[src/sv/channel_blink_code_sequencer_macros.svh]
// Assertion macros used by the sequencer core module.
// Each macro samples on clk_i and is off while rst_ni is low.
`ifndef CHANNEL_BLINK_CODE_SEQUENCER_MACROS_SVH
`define CHANNEL_BLINK_CODE_SEQUENCER_MACROS_SVH

// Same-cycle implication.
`define CBS_ASSERT_IMP(name, ante, cons) \
  name: assert property (@(posedge clk_i) disable iff (!rst_ni) (ante) |-> (cons)) \
    else $error("sequencer check failed");

// Next-cycle implication.
`define CBS_ASSERT_NXT(name, ante, cons) \
  name: assert property (@(posedge clk_i) disable iff (!rst_ni) (ante) |=> (cons)) \
    else $error("sequencer check failed");

`endif

[src/sv/cbs_pkg.sv]
`timescale 1ns / 1ps

package cbs_pkg;

  localparam int unsigned MAX_ENTRIES = 20;

  localparam int unsigned NOW_W  = 32;
  localparam int unsigned CHAN_W = 8;
  localparam int unsigned HALF_W = 16;
  localparam int unsigned UNIT_W = 4;
  localparam int unsigned CNT_W  = 5;
  localparam int unsigned COLOR_W = 2;
  localparam int unsigned CFG_IDX_W = 2;
  localparam int unsigned CFG_DATA_W = 16;

  localparam logic [COLOR_W-1:0] COLOR_OFF   = 2'd0;
  localparam logic [COLOR_W-1:0] COLOR_GREEN = 2'd1;
  localparam logic [COLOR_W-1:0] COLOR_RED   = 2'd2;

  localparam logic KIND_TICK  = 1'b0;
  localparam logic KIND_START = 1'b1;

  localparam logic [CFG_IDX_W-1:0] CFG_ENABLED    = 2'd0;
  localparam logic [CFG_IDX_W-1:0] CFG_LONG_HALF  = 2'd1;
  localparam logic [CFG_IDX_W-1:0] CFG_SHORT_HALF = 2'd2;
  localparam logic [CFG_IDX_W-1:0] CFG_LONG_UNIT  = 2'd3;

  localparam logic [HALF_W-1:0] LONG_HALF_RST  = 16'd400;
  localparam logic [HALF_W-1:0] SHORT_HALF_RST = 16'd200;
  localparam logic [UNIT_W-1:0] LONG_UNIT_RST  = 4'd5;

  typedef struct packed {
    logic              enabled;
    logic [HALF_W-1:0] long_half;
    logic [HALF_W-1:0] short_half;
    logic [UNIT_W-1:0] long_unit;
  } cfg_t;

  typedef struct packed {
    logic [CNT_W-1:0] longs;
    logic [CNT_W-1:0] shorts;
  } split_t;

  typedef struct packed {
    logic               valid;
    logic [COLOR_W-1:0] color;
    logic               active;
  } result_t;

endpackage

[src/sv/cbs_split.sv]
`timescale 1ns / 1ps

module cbs_split import cbs_pkg::*; #(
  parameter int unsigned MaxEntries = MAX_ENTRIES
) (
  input  logic [CHAN_W-1:0] chan_i,
  input  logic [UNIT_W-1:0] unit_i,
  output split_t            split_o
);

  localparam int unsigned Cap   = MaxEntries / 2;
  localparam int unsigned ProdW = CNT_W + UNIT_W;

  logic [ProdW-1:0] mult [Cap+1];
  logic [Cap:0]     ge;

  always_comb begin
    logic [CNT_W-1:0] q;
    logic [ProdW-1:0] base;
    logic [ProdW-1:0] rem;
    logic [CNT_W-1:0] room;
    q    = '0;
    base = '0;
    for (int k = 0; k <= Cap; k++) begin
      mult[k] = ProdW'(k) * ProdW'(unit_i);
      ge[k]   = (mult[k] <= ProdW'(chan_i));
    end
    // locate the edge of the thermometer code
    for (int k = 0; k < Cap; k++) begin
      if (ge[k] && !ge[k+1]) begin
        q    = q | CNT_W'(k);
        base = base | mult[k];
      end
    end
    rem  = ProdW'(chan_i) - base;
    room = CNT_W'(Cap) - q;
    if (ge[Cap]) begin
      split_o.longs  = CNT_W'(Cap);
      split_o.shorts = '0;
    end else begin
      split_o.longs  = q;
      split_o.shorts = (rem < ProdW'(room)) ? CNT_W'(rem) : room;
    end
  end

endmodule

[src/sv/cbs_core.sv]
`timescale 1ns / 1ps
`include "channel_blink_code_sequencer_macros.svh"

module cbs_core import cbs_pkg::*; #(
  parameter int unsigned MaxEntries = MAX_ENTRIES
) (
  input  logic              clk_i,
  input  logic              rst_ni,
  input  logic              fire_i,
  input  logic              kind_i,
  input  logic [NOW_W-1:0]  now_i,
  input  logic [CHAN_W-1:0] chan_i,
  input  logic              sysrun_i,
  input  cfg_t              cfg_i,
  output result_t           res_o
);

  logic              run_q, run_d;
  logic [NOW_W-1:0]  deadline_q, deadline_d;
  logic              off_q, off_d;
  logic [CNT_W-1:0]  long_q, long_d;
  logic [CNT_W-1:0]  short_q, short_d;
  logic              is_long_q, is_long_d;
  logic              endless_q, endless_d;

  logic [UNIT_W-1:0] unit_eff;
  split_t            split;
  logic              start_long;
  logic              tick_long;
  logic [HALF_W-1:0] start_half;
  logic [HALF_W-1:0] tick_take_half;
  logic [HALF_W-1:0] cur_half;
  logic              due;

  assign unit_eff = (cfg_i.long_unit == '0) ? UNIT_W'(1) : cfg_i.long_unit;

  cbs_split #(
    .MaxEntries(MaxEntries)
  ) u_split (
    .chan_i (chan_i),
    .unit_i (unit_eff),
    .split_o(split)
  );

  assign start_long     = (split.longs != '0);
  assign tick_long      = (long_q != '0);
  assign start_half     = start_long ? cfg_i.long_half : cfg_i.short_half;
  assign tick_take_half = tick_long ? cfg_i.long_half : cfg_i.short_half;
  assign cur_half       = is_long_q ? cfg_i.long_half : cfg_i.short_half;
  assign due            = run_q && !endless_q && (now_i > deadline_q);

  always_comb begin
    run_d      = run_q;
    deadline_d = deadline_q;
    off_d      = off_q;
    long_d     = long_q;
    short_d    = short_q;
    is_long_d  = is_long_q;
    endless_d  = endless_q;
    res_o      = '0;
    if (fire_i) begin
      if (kind_i == KIND_START) begin
        if (cfg_i.enabled) begin
          run_d        = 1'b1;
          res_o.valid  = 1'b1;
          res_o.color  = sysrun_i ? COLOR_GREEN : COLOR_RED;
          res_o.active = 1'b1;
          if (split.longs == '0 && split.shorts == '0) begin
            endless_d  = 1'b1;
            off_d      = 1'b0;
            is_long_d  = 1'b0;
            long_d     = '0;
            short_d    = '0;
            deadline_d = now_i;
          end else begin
            endless_d  = 1'b0;
            off_d      = 1'b1;
            is_long_d  = start_long;
            long_d     = split.longs - CNT_W'(start_long);
            short_d    = split.shorts - CNT_W'(!start_long);
            deadline_d = now_i + NOW_W'(start_half);
          end
        end
      end else if (due) begin
        res_o.valid = 1'b1;
        if (off_q) begin
          res_o.color = COLOR_OFF;
          off_d       = 1'b0;
          if (long_q == '0 && short_q == '0) begin
            run_d        = 1'b0;
            res_o.active = 1'b0;
          end else begin
            deadline_d   = deadline_q + NOW_W'(cur_half);
            res_o.active = 1'b1;
          end
        end else begin
          is_long_d    = tick_long;
          long_d       = long_q - CNT_W'(tick_long);
          short_d      = short_q - CNT_W'(!tick_long);
          deadline_d   = deadline_q + NOW_W'(tick_take_half);
          off_d        = 1'b1;
          res_o.color  = COLOR_GREEN;
          res_o.active = 1'b1;
        end
      end
    end
  end

  always_ff @(posedge clk_i or negedge rst_ni) begin
    if (!rst_ni) begin
      run_q      <= 1'b0;
      deadline_q <= '0;
      off_q      <= 1'b0;
      long_q     <= '0;
      short_q    <= '0;
      is_long_q  <= 1'b0;
      endless_q  <= 1'b0;
    end else begin
      run_q      <= run_d;
      deadline_q <= deadline_d;
      off_q      <= off_d;
      long_q     <= long_d;
      short_q    <= short_d;
      is_long_q  <= is_long_d;
      endless_q  <= endless_d;
    end
  end

  `CBS_ASSERT_IMP(a_hold_is_running, endless_q, run_q)
  `CBS_ASSERT_IMP(a_off_only_in_blink, off_q, run_q && !endless_q)
  `CBS_ASSERT_NXT(a_quiet_tick_keeps_deadline, fire_i && kind_i == KIND_TICK && !res_o.valid, $stable(deadline_q))

endmodule

[src/sv/channel_blink_code_sequencer.sv]
// A result reaches the output after its input beat is accepted, through the input
// register and then the result register. Throughput: one input beat per cycle unless
// the output stalls; a beat that causes no result is dropped in place.
// Reset: asynchronous, active low; clears the sequence state and loads the
// registers with enabled 0, long half 400, short half 200, long unit 5.
`timescale 1ns / 1ps

module channel_blink_code_sequencer import cbs_pkg::*; #(
  parameter int unsigned MaxEntries = MAX_ENTRIES
) (
  input  logic                  clk_i,
  input  logic                  rst_ni,
  input  logic                  in_valid_i,
  output logic                  in_stall_o,
  input  logic                  in_kind_i,
  input  logic [NOW_W-1:0]      in_now_ms_i,
  input  logic [CHAN_W-1:0]     in_channel_i,
  input  logic                  in_system_running_i,
  output logic                  out_valid_o,
  input  logic                  out_stall_i,
  output logic [COLOR_W-1:0]    out_led_color_o,
  output logic                  out_blink_active_o,
  input  logic                  cfg_valid_i,
  output logic                  cfg_ready_o,
  input  logic [CFG_IDX_W-1:0]  cfg_index_i,
  input  logic [CFG_DATA_W-1:0] cfg_data_i
);

  cfg_t              cfg_q;
  logic              s1_valid_q;
  logic              s1_kind_q;
  logic [NOW_W-1:0]  s1_now_q;
  logic [CHAN_W-1:0] s1_chan_q;
  logic              s1_sysrun_q;
  logic              out_valid_q;
  logic [COLOR_W-1:0] out_color_q;
  logic              out_active_q;

  logic    r_free;
  logic    fire;
  logic    in_accept;
  result_t res;

  assign cfg_ready_o = 1'b1;
  assign r_free      = !out_valid_q || !out_stall_i;
  assign fire        = s1_valid_q && r_free;
  assign in_stall_o  = s1_valid_q && !r_free;
  assign in_accept   = in_valid_i && !in_stall_o;

  always_ff @(posedge clk_i or negedge rst_ni) begin
    if (!rst_ni) begin
      cfg_q.enabled    <= 1'b0;
      cfg_q.long_half  <= LONG_HALF_RST;
      cfg_q.short_half <= SHORT_HALF_RST;
      cfg_q.long_unit  <= LONG_UNIT_RST;
    end else if (cfg_valid_i) begin
      case (cfg_index_i)
        CFG_ENABLED:    cfg_q.enabled    <= cfg_data_i[0];
        CFG_LONG_HALF:  cfg_q.long_half  <= cfg_data_i;
        CFG_SHORT_HALF: cfg_q.short_half <= cfg_data_i;
        CFG_LONG_UNIT:  cfg_q.long_unit  <= cfg_data_i[UNIT_W-1:0];
        default: ;
      endcase
    end
  end

  always_ff @(posedge clk_i or negedge rst_ni) begin
    if (!rst_ni) begin
      s1_valid_q <= 1'b0;
    end else if (in_accept) begin
      s1_valid_q <= 1'b1;
    end else if (fire) begin
      s1_valid_q <= 1'b0;
    end
  end

  always_ff @(posedge clk_i) begin
    if (in_accept) begin
      s1_kind_q   <= in_kind_i;
      s1_now_q    <= in_now_ms_i;
      s1_chan_q   <= in_channel_i;
      s1_sysrun_q <= in_system_running_i;
    end
  end

  cbs_core #(
    .MaxEntries(MaxEntries)
  ) u_core (
    .clk_i   (clk_i),
    .rst_ni  (rst_ni),
    .fire_i  (fire),
    .kind_i  (s1_kind_q),
    .now_i   (s1_now_q),
    .chan_i  (s1_chan_q),
    .sysrun_i(s1_sysrun_q),
    .cfg_i   (cfg_q),
    .res_o   (res)
  );

  always_ff @(posedge clk_i or negedge rst_ni) begin
    if (!rst_ni) begin
      out_valid_q <= 1'b0;
    end else if (r_free) begin
      out_valid_q <= res.valid;
    end
  end

  always_ff @(posedge clk_i) begin
    if (r_free && res.valid) begin
      out_color_q  <= res.color;
      out_active_q <= res.active;
    end
  end

  assign out_valid_o        = out_valid_q;
  assign out_led_color_o    = out_color_q;
  assign out_blink_active_o = out_active_q;

endmodule

[config.mk]
export PLATFORM = sky130hd
export DESIGN_NAME = channel_blink_code_sequencer
export DESIGN_NICKNAME = d
export VERILOG_FILES = /design/src/sv/cbs_pkg.sv /design/src/sv/cbs_split.sv /design/src/sv/cbs_core.sv /design/src/sv/channel_blink_code_sequencer.sv
export VERILOG_INCLUDE_DIRS = /design/src /design/src/sv
export SDC_FILE = /design/constraint.sdc
export NUM_CORES = 1
export LEC_CHECK = 0
export BUFFER_PORTS_ARGS = -buffer_cell sky130_fd_sc_hd__buf_2
export CORE_MARGIN = 3
export CORE_UTILIZATION = 55
export CTS_BUF_LIST = sky130_fd_sc_hd__clkbuf_8
export DETAILED_ROUTE_END_ITERATION = 10
export PLACE_DENSITY_LB_ADDON = 0.05
export SLEW_MARGIN = 25
export SYNTH_ARGS = -nofsm -noshare
export SYNTH_HDL_FRONTEND = slang
export SYNTH_HIERARCHICAL = 1
export SYNTH_SLANG_ARGS = --single-unit
export TNS_END_PERCENT = 1
[constraint.sdc]
create_clock -name clk_i -period 15.6 [get_ports clk_i]
set_clock_uncertainty 0.2 [all_clocks]
set_input_delay 2.34 -clock clk_i [delete_from_list [all_inputs] [get_ports clk_i]]
set_output_delay 2.34 -clock clk_i [all_outputs]
set_load 0.05 [all_outputs]
# After elaboration in Yosys (flattened, before gate mapping)
# Index checks and enable logic that the tools add are counted.
[totals]
ff_bits = 130
input_bits = 65
out_inout_bits = 6
wordCells = 180
[op_classes]
addsub = 9
multipliers = 6
order_cmp = 12
n_eq_ne = 6
mux = 65
n_bitwise = 8
n_reduce_logical = 55
[op_table]
columns = ["op", "count"]
rows = [
  ["2-to-1 mux 32 bit", 6],
  ["adder 32 x 16 -> 32 bit", 3],
  ["2-to-1 mux 9 bit", 7],
  ["2-to-1 mux 5 bit", 12],
  ["2-to-1 mux 16 bit", 3],
  ["bitwise OR 9 x 7 -> 9 bit", 4],
  ["> comparator 32 bit", 1],
  ["less-or-equal comparator 7 x 8 -> 1 bit", 4],
  ["2-to-1 mux 4 bit", 8],
  ["multiplier 3 x 4 -> 7 bit, first input constant", 3],
  ["logical NOT 5 bit", 4],
  ["2-to-1 mux 1 bit", 20],
  ["subtractor 5 x 1 -> 5 bit", 4],
  ["bitwise OR 9 x 6 -> 9 bit", 2],
  ["logical AND 1 bit", 17],
  ["less-or-equal comparator 6 x 8 -> 1 bit", 2],
  ["less-or-equal comparator 8 bit", 2],
  ["logical NOT 1 bit", 16],
  ["multiplier 2 x 4 -> 6 bit, first input constant", 2],
  ["2-to-1 mux 3 bit", 4],
  ["2-to-1 mux 10 bit", 1],
  ["nonzero test 5 bit", 2],
  ["less-than comparator 9 x 5 -> 1 bit", 1],
  ["bitwise OR 9 x 8 -> 9 bit", 1],
  ["other kinds (19)", 32],
]

# Depth between registers and ports, before layout
# Gate-level depths: netlist of run 1.
[depth]
depth_word = 32
depth_mapped = 37
depth_no_buf = 34

# By module
# The synthesis of run 1 kept the hierarchy.
[modules_own_cells]
columns = ["mod", "instances", "cells_each", "area_each_um2", "seq_area_each_um2"]
rows = [
  ["cbs_core", 1, 772, 6093.3, 1151.1],
  ["channel_blink_code_sequencer", 1, 137, 2959.1, 2337.2],
  ["cbs_split", 1, 305, 2437.3, 0.0],
]

# Worst setup path before layout of run 1
# Ideal clock, no wire load.
[synth_path]
path_type = "reg-to-reg"
from = "register cfg_q[2] in the netlist's numbering"
to = "register u_core.deadline_q[22]"
setup_time_ns = 0.123
t_arrival_ns = 7.481
t_required_ns = 15.277
path_slack_ns = 7.796
stages_incl_launch_ff = 31
n_path_buf = 4
period_less_slack_ns = 7.804
path_cell_list = "dfstp_2 clkbuf_1 fa_1 ha_1 fa_1 nand2_1 o21ai_0 a21o_1 ha_1 nand3_1 o31a_1 a31oi_1 or2_2 or3_1 or2_2 nor4b_1 clkbuf_1 buf_2 mux2_2 ha_1 inv_1 fa_1 nor2b_1 o31a_1 o21ai_1 a21oi_1 a31oi_1 buf_2 nor3_1 xor2_1 o221a_2"
[synth_lines]
columns = ["item", "line_no", "text"]
rows = [
  ["start, declared", "channel_blink_code_sequencer.sv:29", "cfg_t cfg_q;"],
  ["end signal, assigned", "cbs_core.sv:120", "deadline_q <= deadline_d;"],
  ["end, declared", "cbs_core.sv:19", "logic [NOW_W-1:0] deadline_q, deadline_d;"],
]

==> results of run 1 <==
[where the power goes]
group	switching [mW]	internal (mW)
logic	0.798	0.594
clock network	0.147	0.157
registers	0.0882	0.449
total	1.03	1.20
[registers in the layout, summed over array words and instances, names as in the netlist, 2 cells and up]
signal             count
cfg_q                 37
s1_now_q              32
u_core/deadline_q     32
s1_chan_q              8
u_core/long_q          5
u_core/short_q         5
out_led_color_o        2
[final cells by class]
cell class | instances | area, um2
Clock buffer | 17 | 234
Clock inverter | 15 | 170
Fill cell | 1798 | 7950
Inverter | 75 | 282
Multi-Input combinational cell | 962 | 7500
Sequential cell | 130 | 3490
Tap cell | 270 | 338
Timing Repair Buffer | 76 | 400
[tightest hold or removal path, stage by stage, from the launching register on]
cell and delay, ns:
dfrtp_1 0.35, nand2_1 0.05, o21ai_0 0.06
[worst min path at each step]
stage / cells past startpoint / slack [ns] / endpoint / startpoint
final: 2 / 0.30 / u_core/endless_q$_DFFE_PN0P_ / u_core/endless_q$_DFFE_PN0P_
after global routing: 2 / 0.34 / u_core/endless_q$_DFFE_PN0P_ / u_core/endless_q$_DFFE_PN0P_
after CTS: 2 / 0.30 / u_core/endless_q$_DFFE_PN0P_ / u_core/endless_q$_DFFE_PN0P_
after detailed placement: 2 / 0.28 / u_core/endless_q$_DFFE_PN0P_ / u_core/endless_q$_DFFE_PN0P_
after global placement: 2 / 0.27 / u_core/endless_q$_DFFE_PN0P_ / u_core/endless_q$_DFFE_PN0P_
after floorplan: 2 / 0.25 / u_core/endless_q$_DFFE_PN0P_ / u_core/endless_q$_DFFE_PN0P_
[routing by layer]
metal / vias up / routed length (um) / GRT usage
met2: 262 / 13600 / 0.421
met1: 4591 / 14100 / 0.367
met4: 0 / 584 / 0.0782
met3: 34 / 1470 / 0.0427
li1: 4629 / - / -
met5: - / 0 / 0
[layout by cell type, fill, tap and decap left out, drive strengths merged, types with 21 or more instances in the layout]
master and n:
mux2 71, inv 81, nor2b 21, buf 76, a211oi 24, nand3 29, xor2 27, a21oi 93
ha 147, o21ai 55, edfxtp 45, nand4 24, xnor2 21, o211ai 21, and3 21, nand2 86
dfrtp 77, nor2 80
[per-stage QoR]
step	instance area [um2]	hold WS, ns
final	12400	0.299
after CTS	12400	0.296
after floorplan	11500	0.251
after detailed placement	12000	0.276
after global routing	12400	0.339
after global placement	12000	0.266
[cells by family (layout without fill, tap and decap cells)]
logic type	Yosys count	count (layout)
AND/OR/NAND/NOR	345	345
AO/OA/AOI/OAI	335	335
adder cells (fa/ha/maj)	156	156
flip-flops	130	130
buffers and inverters	122	183
multiplexers	76	76
XOR/XNOR	48	48
other	2	2
==> results.py, run 1 <==
metrics = {
    "critical_path": {
        "cp_num_cells": 29,
        "reg2reg_from": "cfg_q[1]$_DFFE_PN0P_",
        "startpoint": "cfg_q[1]$_DFFE_PN0P_",
        "slowest_stage": "dfrtp_1",
        "worstPathArrival_ns": 9.45,
        "slowest_delay_ns": 0.84,
        "critPathTopFamily": "compound AO/OA/AOI/OAI gates",
        "crit_path_end": "u_core/deadline_q[25]$_DFFE_PN0P_",
        "path_common_cell": "ha_1",
        "start_kind": "flop",
        "crit_required_ns": 15.79,
        "r2r_slack_ns": 6.34,
        "crit_type": "flop to flop",
        "worstReg2RegEnd": "u_core/deadline_q[25]$_DFFE_PN0P_",
        "critPathBufInv": 2,
        "reg2reg_depth": 29,
        "endpoint_kind": "flop",
        "cp_max_fo": 19,
    },
    "status": {
        "outcome": "finished, final reports clean",
    },
    "grt": {
        "grt_start_max_net_pins": 81,
        "grt_usage": 0.263,
        "grt_pass1_vias": 9220,
        "grt_pass1_wl_mm": 47.2,
        "antenna_found_initial": 0,
        "overflow": 0,
    },
    "layout": {
        "final_net_count": 1483,
        "layoutNonFillerInstCount": 1545,
        "post-route-util": 0.610,
        "num_antenna_cells": 0,
        "area_delta_synth_final_pct": 8.06,
        "drive_gt1_frac": 0.179,
    },
    "place": {
        "post-place-cells": 1513,
        "gp_congestion": 0.966,
        "place_ws_ns": 6.65,
        "hpwl_mm": 21.7,
        "port_buffers": 69,
    },
    "sta": {
        "slew_viol_final": 0,
        "worstMarginPinSlew_ns": 1.01,
        "report.final.setup_viol": 0,
        "hold_viol_final": 0,
        "maxSlewHeadroom": 0.327,
        "finalSetupTns_ns": 0,
        "setup_ws_ns": 6.34,
        "rsz0062_at_grt": "false",
        "fin_crit_sh": 0.594,
        "min_period_ns": 9.26,
        "fmax_mhz": 108,
    },
    "synth": {
        "synth_largest_area_cell": "dfrtp_1",
        "syn_inst": 1214,
        "synth_top_area_share": 0.168,
        "synthArstFlopShare": 0.654,
        "synth_compound_area_frac": 0.203,
        "synth_common_cells": "147 x ha_1, 92 x a21oi_1, 86 x nand2_1",
        "synth_area_leaders": "dfrtp_1 17%, ha_1 16%, edfxtp_1 12%, mux2_2 4.9%, a21oi_1 4.0%",
        "synth-xor-area-share": 0.0366,
        "synth.area.mux_share": 0.0811,
        "synthAdderAreaFrac": 0.176,
        "synth.avg_cell_area_um2": 9.46,
        "yosysSeqAreaShare": 0.304,
        "ys_warn_count": 6,
        "synthesis.area_mm2": 0.0115,
        "synth-simple-area-share": 0.154,
        "ys_ff_latch": 130,
        "synth_top_family_by_area": "compound AO/OA/AOI/OAI gates",
        "synth_ff_type": "dfrtp_1",
        "syn_nets": 1435,
        "synth_most_common_cell": "ha_1",
        "synth_edf_count": 45,
        "synth_cell_types": 94,
    },
    "floorplanning": {
        "die_y_um": 151,
        "start_util": 0.564,
        "coreArea_mm2": 0.0204,
        "dieWidth_um": 151,
        "io-pin-count": 71,
        "die_area_mm2": 0.0227,
        "rows": 52,
    },
    "clock_network": {
        "path_clk_slew_ns": 0.09,
        "root_buffer": "clkbuf_8",
        "cts_resized": 0,
        "postCtsHoldBufs": 0,
        "clock_path_buffers": 2,
        "htreeDepth": 4,
        "clk_latency_ns": 0.46,
        "cts.sinks": 130,
        "cts_tree": "yes",
        "cts_buffers": 17,
        "cts_setup_buffers": 0,
    },
    "detailed_routing": {
        "routed_wl_mm": 29.7,
        "vias": 9516,
        "dr.first_iter.drc_count": 753,
        "wire_per_inst_um": 19.2,
        "vias_per_cell": 6.16,
        "drtPass1Iterations": 6,
        "drc": 0,
        "detail-route-antenna-nets": 0,
    },
    "pwr": {
        "power_mw": 2.23,
        "p_leak_nw": 5.52,
        "ir_worst_vdd_mv": 0.111,
        "p_per_area_mw_per_mm2": 180,
    },
    "worst_hold_path": {
        "hp-class": "flop to flop",
    },
    "flow_run": {
        "maxCapViolCount": 0,
    },
}
Power figures use the tool's default switching activity.
==> run 2: changes to the inputs <==
- clock period: 15.6 -> 8.1 ns (I/O delays scaled with it)
==> run 2 against run 1 <==
Critical path type unchanged. Highest routed layer unchanged. Cell count increased by 0.71%. Global-route usage rose by 0.13 points. First-iteration DRC count decreased by 14%. Largest power group unchanged. Combinational power grew 96%. Total power grew 93%. Die area unchanged.
==> results.py, run 2 (same netlist as run 1, synthesis figures left out) <==
metrics = {
    "layout": {
        "mostFrequentLayoutCells": "147 x ha_1, 91 x a21oi_1, 85 x nand2_1",
        "layout_commonest_cell": "ha_1",
        "postLayoutCellArea_mm2": 0.0125,
        "drive_gt1_frac": 0.195,
        "layoutNonFillerInstCount": 1556,
        "largest_register_ffs": 37,
        "num-fill-cells": 1744,
        "top_register": "cfg_q",
        "seqCellArea_mm2": 0.00349,
        "largestRegisters": "cfg_q: 37 flops, s1_now_q: 32 flops, u_core/deadline_q: 32 flops",
        "area_delta_synth_final_pct": 9.19,
        "final_net_count": 1493,
        "multi_input_area_mm2": 0.00755,
    },
    "floorplanning": {
        "dieWidth_um": 151,
        "die_area_mm2": 0.0227,
        "io-pin-count": 71,
        "start_util": 0.564,
        "rows": 52,
        "die_y_um": 151,
        "coreArea_mm2": 0.0204,
    },
    "detailed_routing": {
        "routed_wl_mm": 29.6,
        "vias_per_cell": 6.12,
        "drtPass1Iterations": 5,
        "dr.first_iter.drc_count": 647,
        "vias": 9521,
        "detail-route-antenna-nets": 0,
        "wire_per_inst_um": 19.0,
        "drc": 0,
    },
    "grt": {
        "overflow": 0,
        "grt_pass1_wl_mm": 47.5,
        "grt_pass1_vias": 9233,
        "grt_usage": 0.264,
        "grt_start_max_net_pins": 81,
        "antenna_found_initial": 1,
    },
    "critical_path": {
        "reg2reg_depth": 26,
        "critPathTopFamily": "simple AND/OR/NAND/NOR gates",
        "worstPathArrival_ns": 7.95,
        "start_kind": "flop",
        "crit_required_ns": 8.30,
        "worstReg2RegEnd": "u_core/deadline_q[25]$_DFFE_PN0P_",
        "endpoint_kind": "flop",
        "slowest_stage": "or4_1",
        "r2r_slack_ns": 0.34,
        "cp_max_fo": 21,
        "slowest_delay_ns": 0.55,
        "reg2reg_from": "cfg_q[2]$_DFFE_PN1P_",
        "path_common_cell": "ha_1",
        "crit_type": "flop to flop",
        "critPathBufInv": 2,
    },
    "place": {
        "port_buffers": 69,
        "post-place-cells": 1522,
        "placedInstanceArea_mm2": 0.0121,
        "gp_congestion": 0.941,
        "hpwl_mm": 21.7,
    },
    "clock_network": {
        "cts_buffers": 17,
        "htreeDepth": 4,
        "cts.sinks": 130,
        "path_clk_slew_ns": 0.09,
        "clock_path_buffers": 2,
        "cts_tree": "yes",
        "root_buffer": "clkbuf_8",
        "clk_latency_ns": 0.46,
    },
    "sta": {
        "rsz0062_at_grt": "true",
        "min_period_ns": 7.76,
        "fin_crit_sh": 0.957,
        "hold_viol_final": 0,
        "maxSlewHeadroom": 0.416,
        "worstMarginPinSlew_ns": 0.875,
        "report.final.setup_viol": 0,
        "fmax_mhz": 129,
        "slew_viol_final": 0,
    },
    "worst_hold_path": {
        "hp-class": "flop to flop",
        "hold_end": "u_core/endless_q$_DFFE_PN0P_",
        "hp-start": "u_core/endless_q$_DFFE_PN0P_",
        "hold_path_depth": 2,
    },
    "pwr": {
        "p_per_area_mw_per_mm2": 344,
        "ir_worst_vdd_mv": 0.176,
        "p_leak_nw": 5.56,
    },
    "flow_run": {
        "maxCapViolCount": 0,
    },
    "status": {
        "outcome": "finished, final reports clean",
    },
}
run 2: metrics by stage:
step,total power [mW],setup TNS (ns),hold WS (ns),util,setup WS (ns)
floorplan,3.07,0,0.251,-,0.296
global placement,3.65,0,0.276,0.593,0.299
detailed placement,3.66,0,0.287,0.593,0.148
CTS,4.25,0,0.305,0.612,0.102
global route,4.70,-0.0645,0.329,0.616,-0.0511
finish,4.31,0,0.307,0.616,0.345
run 2: layout make-up:
| cell class | count | area share |
|---|---|---|
| clock inverter | 14 | 0.0113 |
| sequential | 130 | 0.278 |
| inverter | 75 | 0.0224 |
| antenna | 1 | 0.000199 |
| clock buffer | 18 | 0.0197 |
| timing repair buffer | 86 | 0.0392 |
| tap | 270 | 0.0269 |
| multi-input combinational | 962 | 0.602 |
run 2: how the worst max path moves through the flow:
| stage | startpoint | end | slack (ns) | depth (start not counted) |
|---|---|---|---|---|
| after global placement | cfg_q[2]$_DFFE_PN1P_ | u_core/deadline_q[29]$_DFFE_PN0P_ | 0.30 | 31 |
| after detailed placement | cfg_q[2]$_DFFE_PN1P_ | u_core/deadline_q[30]$_DFFE_PN0P_ | 0.15 | 30 |
| after floorplan | cfg_q[2]$_DFFE_PN1P_ | u_core/deadline_q[22]$_DFFE_PN0P_ | 0.30 | 30 |
| after global routing | cfg_q[2]$_DFFE_PN1P_ | u_core/deadline_q[28]$_DFFE_PN0P_ | -0.05 | 33 |
| final | cfg_q[2]$_DFFE_PN1P_ | u_core/deadline_q[25]$_DFFE_PN0P_ | 0.34 | 26 |
| after CTS | cfg_q[2]$_DFFE_PN1P_ | u_core/deadline_q[30]$_DFFE_PN0P_ | 0.10 | 30 |
run 2: what timing repair did:
action | CTS | global route
gates resized for setup | 0 | 17
setup endpoints to repair | 0 | 43
setup buffers | 0 | 1
hold buffers | 0 | 0
run 2: where the power goes:
group / switching (mW) / total, mW / internal (mW)
sequential: 0.156 / 1.02 / 0.864
combinational: 1.55 / 2.73 / 1.18
clock: 0.282 / 0.562 / 0.280
total: 1.99 / 4.31 / 2.32
run 2: tightest hold or removal path, cell delays in order (launching register included):
cell and delay, ns:
dfrtp_1 0.36, nand2_1 0.05, o21ai_0 0.06
run 2: per-layer routing:
layer / share of wire / vias up / wire length, um / track usage
met5: 0 / - / 0 / 0
met4: 0.014 / 0 / 400 / 0.0672
met3: 0.046 / 31 / 1370 / 0.0373
met2: 0.46 / 280 / 13700 / 0.425
met1: 0.48 / 4557 / 14100 / 0.376
li1: - / 4653 / - / -
==> run 3: changes to the inputs <==
- SYNTH_HIERARCHICAL: 1 -> default
==> run 3 against run 2 <==
Critical path depth is 8 higher. Sequential power down 4%. Global-route usage increased by 1.7 points. Critical path type unchanged.
==> results.py, run 3 <==
metrics = {
    "critical_path": {
        "crit_type": "flop to flop",
        "slowest_stage": "fa_2",
        "cp_max_fo": 5,
        "worstPathArrival_ns": 8.04,
        "reg2reg_from": "cfg_q[2]$_DFFE_PN1P_",
        "start_kind": "flop",
        "path_common_cell": "ha_1",
        "endpoint_kind": "flop",
        "slowest_delay_ns": 0.57,
        "startpoint": "cfg_q[2]$_DFFE_PN1P_",
        "crit_required_ns": 8.27,
    },
    "place": {
        "gp_congestion": 0.952,
        "port_buffers": 69,
        "hpwl_mm": 23.3,
        "post-place-cells": 1545,
    },
    "synth": {
        "syn_nets": 1434,
        "synth_most_common_cell": "ha_1",
        "synth_ff_type": "dfrtp_1",
        "synth-xor-area-share": 0.0294,
        "synthAdderAreaFrac": 0.173,
        "synth_top_family_by_area": "compound AO/OA/AOI/OAI gates",
        "synth.avg_cell_area_um2": 9.29,
        "syn_inst": 1217,
        "synth_common_cells": "145 x ha_1, 82 x a21oi_1, 80 x nor2_1",
        "synthArstFlopShare": 0.654,
        "synth_top_area_share": 0.170,
        "synth_compound_area_frac": 0.195,
        "yosysSeqAreaShare": 0.309,
        "synth-simple-area-share": 0.162,
        "ys_warn_count": 0,
        "synth.area.mux_share": 0.0925,
        "ys_ff_latch": 130,
        "synthesis.area_mm2": 0.0113,
        "synth_area_leaders": "dfrtp_1 17%, ha_1 16%, edfxtp_1 12%, mux2_2 7.6%, a21oi_1 3.6%",
        "synth_cell_types": 90,
        "synth_edf_count": 45,
        "synth_largest_area_cell": "dfrtp_1",
    },
    "layout": {
        "final_net_count": 1520,
        "drive_gt1_frac": 0.204,
        "top_register": "cfg_q",
        "layoutNonFillerInstCount": 1581,
        "largest_register_ffs": 37,
        "layout_commonest_cell": "ha_1",
        "mostFrequentLayoutCells": "144 x ha_1, 78 x nor2_1, 77 x a21oi_1, 77 x dfrtp_1, 76 x mux2_2",
        "area_delta_synth_final_pct": 11.6,
        "num_antenna_cells": 0,
        "largestRegisters": "cfg_q: 37 flops, s1_now_q: 32 flops, u_core.deadline_q: 32 flops",
    },
    "grt": {
        "grt_usage": 0.281,
        "grt_start_max_net_pins": 62,
        "met1_usage": 0.393,
        "overflow": 0,
        "antenna_found_initial": 0,
        "grtUsageMet3": 0.0486,
        "grt-busiest-layer": "met2",
        "grt_pass1_wl_mm": 49.7,
        "grt_pass1_vias": 9460,
        "met2_usage": 0.450,
    },
    "floorplanning": {
        "die_area_mm2": 0.0223,
        "io-pin-count": 71,
        "start_util": 0.570,
        "dieWidth_um": 149,
        "rows": 51,
        "coreArea_mm2": 0.0198,
        "die_y_um": 149,
    },
    "clock_network": {
        "htreeDepth": 4,
        "cts_tree": "yes",
        "postCtsHoldBufs": 0,
        "path_clk_slew_ns": 0.09,
        "root_buffer": "clkbuf_8",
        "clk_latency_ns": 0.48,
        "cts_buffers": 17,
        "clock_path_buffers": 2,
        "cts.sinks": 130,
    },
    "sta": {
        "hold_viol_final": 0,
        "rsz0062_at_grt": "true",
        "min_period_ns": 7.87,
        "maxSlewHeadroom": 0.316,
        "fmax_mhz": 127,
        "fin_crit_sh": 0.972,
        "report.final.setup_viol": 0,
        "finalSetupTns_ns": 0,
        "worstMarginPinSlew_ns": 1.03,
        "slew_viol_final": 0,
    },
    "pwr": {
        "ir_worst_vdd_mv": 0.221,
        "p_per_area_mw_per_mm2": 333,
        "p_leak_nw": 5.70,
    },
    "detailed_routing": {
        "detail-route-antenna-nets": 0,
        "wire_per_inst_um": 19.6,
        "vias": 9887,
        "drc": 0,
        "routed_wl_mm": 31.0,
        "dr.first_iter.drc_count": 829,
        "vias_per_cell": 6.25,
        "drtPass1Iterations": 7,
    },
    "worst_hold_path": {
        "hp-start": "u_core.endless_q$_DFFE_PN0P_",
        "hp-class": "flop to flop",
    },
    "status": {
        "outcome": "finished, final reports clean",
    },
    "flow_run": {
        "maxCapViolCount": 0,
    },
}
[run 3: changes by cell type after synthesis, moves of 11 or more]
cell      change
mux2i_1      +15
o21ai_0      +27
nand2_1      -19
nand3_1      +19
mux2_2       +26
a21o_1       +12
mux2_4       -21
xor2_1       -14
nor3_1       +17
buf_2        -11
a211oi_1     -12
[run 3: final timing paths]
kind,depth (start not counted),to,slack [ns]
min,2,u_core.endless_q$_DFFE_PN0P_,0.31
min in group asynchronous,1,u_core.deadline_q[27]$_DFFE_PN0P_,0.47
max in group asynchronous,2,cfg_q[31]$_DFFE_PN0P_,6.07
max reg2reg,34,u_core.deadline_q[26]$_DFFE_PN0P_,0.23
min reg2reg,2,u_core.endless_q$_DFFE_PN0P_,0.31
max,34,u_core.deadline_q[26]$_DFFE_PN0P_,0.23
[run 3: kinds of logic after synthesis]
family          count (synthesis)
other cells                     1
buf+inv                       111
fa+ha+maj                     152
simple gates                  357
xor+xnor                       38
compound gates                333
mux                            95
flops                         130
[run 3: power by group]
| group | internal (mW) | switching, mW |
|---|---|---|
| combinational | 1.14 | 1.47 |
| sequential | 0.839 | 0.145 |
| clock | 0.283 | 0.318 |
| total | 2.26 | 1.94 |
[run 3: timing repair]
| item | CTS | global route |
|---|---|---|
| hold endpoints to repair | 0 | 0 |
| setup endpoints to repair | 0 | 44 |
| setup buffers | 0 | 4 |
| resized for setup | 0 | 29 |
[run 3: layout make-up]
class / count / area, um2
tap: 265 / 332
clock buffer: 17 / 234
fill: 1684 / 7220
timing repair buffer: 103 / 611
sequential: 130 / 3490
clock inverter: 15 / 169
inverter: 75 / 282
multi-input combinational: 976 / 7510
[run 3: worst max-delay path: cells and delay by family (launching register included)]
kind / cells / cell delay [ns]
compound gates: 12 / 2.19
xor+xnor: 1 / 0.10
fa+ha+maj: 7 / 2.32
buf+inv: 3 / 0.30
flops: 1 / 0.54
simple gates: 11 / 2.15
[run 3: layer usage]
metal | up-vias | share of wire
met5 | - | 0
met4 | 0 | 0.024
met3 | 64 | 0.056
met2 | 345 | 0.46
met1 | 4729 | 0.46
li1 | 4749 | -
[run 3: per-stage QoR]
step / setup slack [ns] / power [mW] / hold WS (ns) / instance area [um2] / utilization
floorplan: 0.150 / 2.85 / 0.250 / 11300 / -
global placement: 0.219 / 3.42 / 0.277 / 12100 / 0.608
detailed placement: 0.0454 / 3.45 / 0.289 / 12100 / 0.608
CTS: 0.0288 / 4.08 / 0.311 / 12500 / 0.628
global route: -0.100 / 4.57 / 0.350 / 12600 / 0.636
finish: 0.229 / 4.20 / 0.306 / 12600 / 0.636
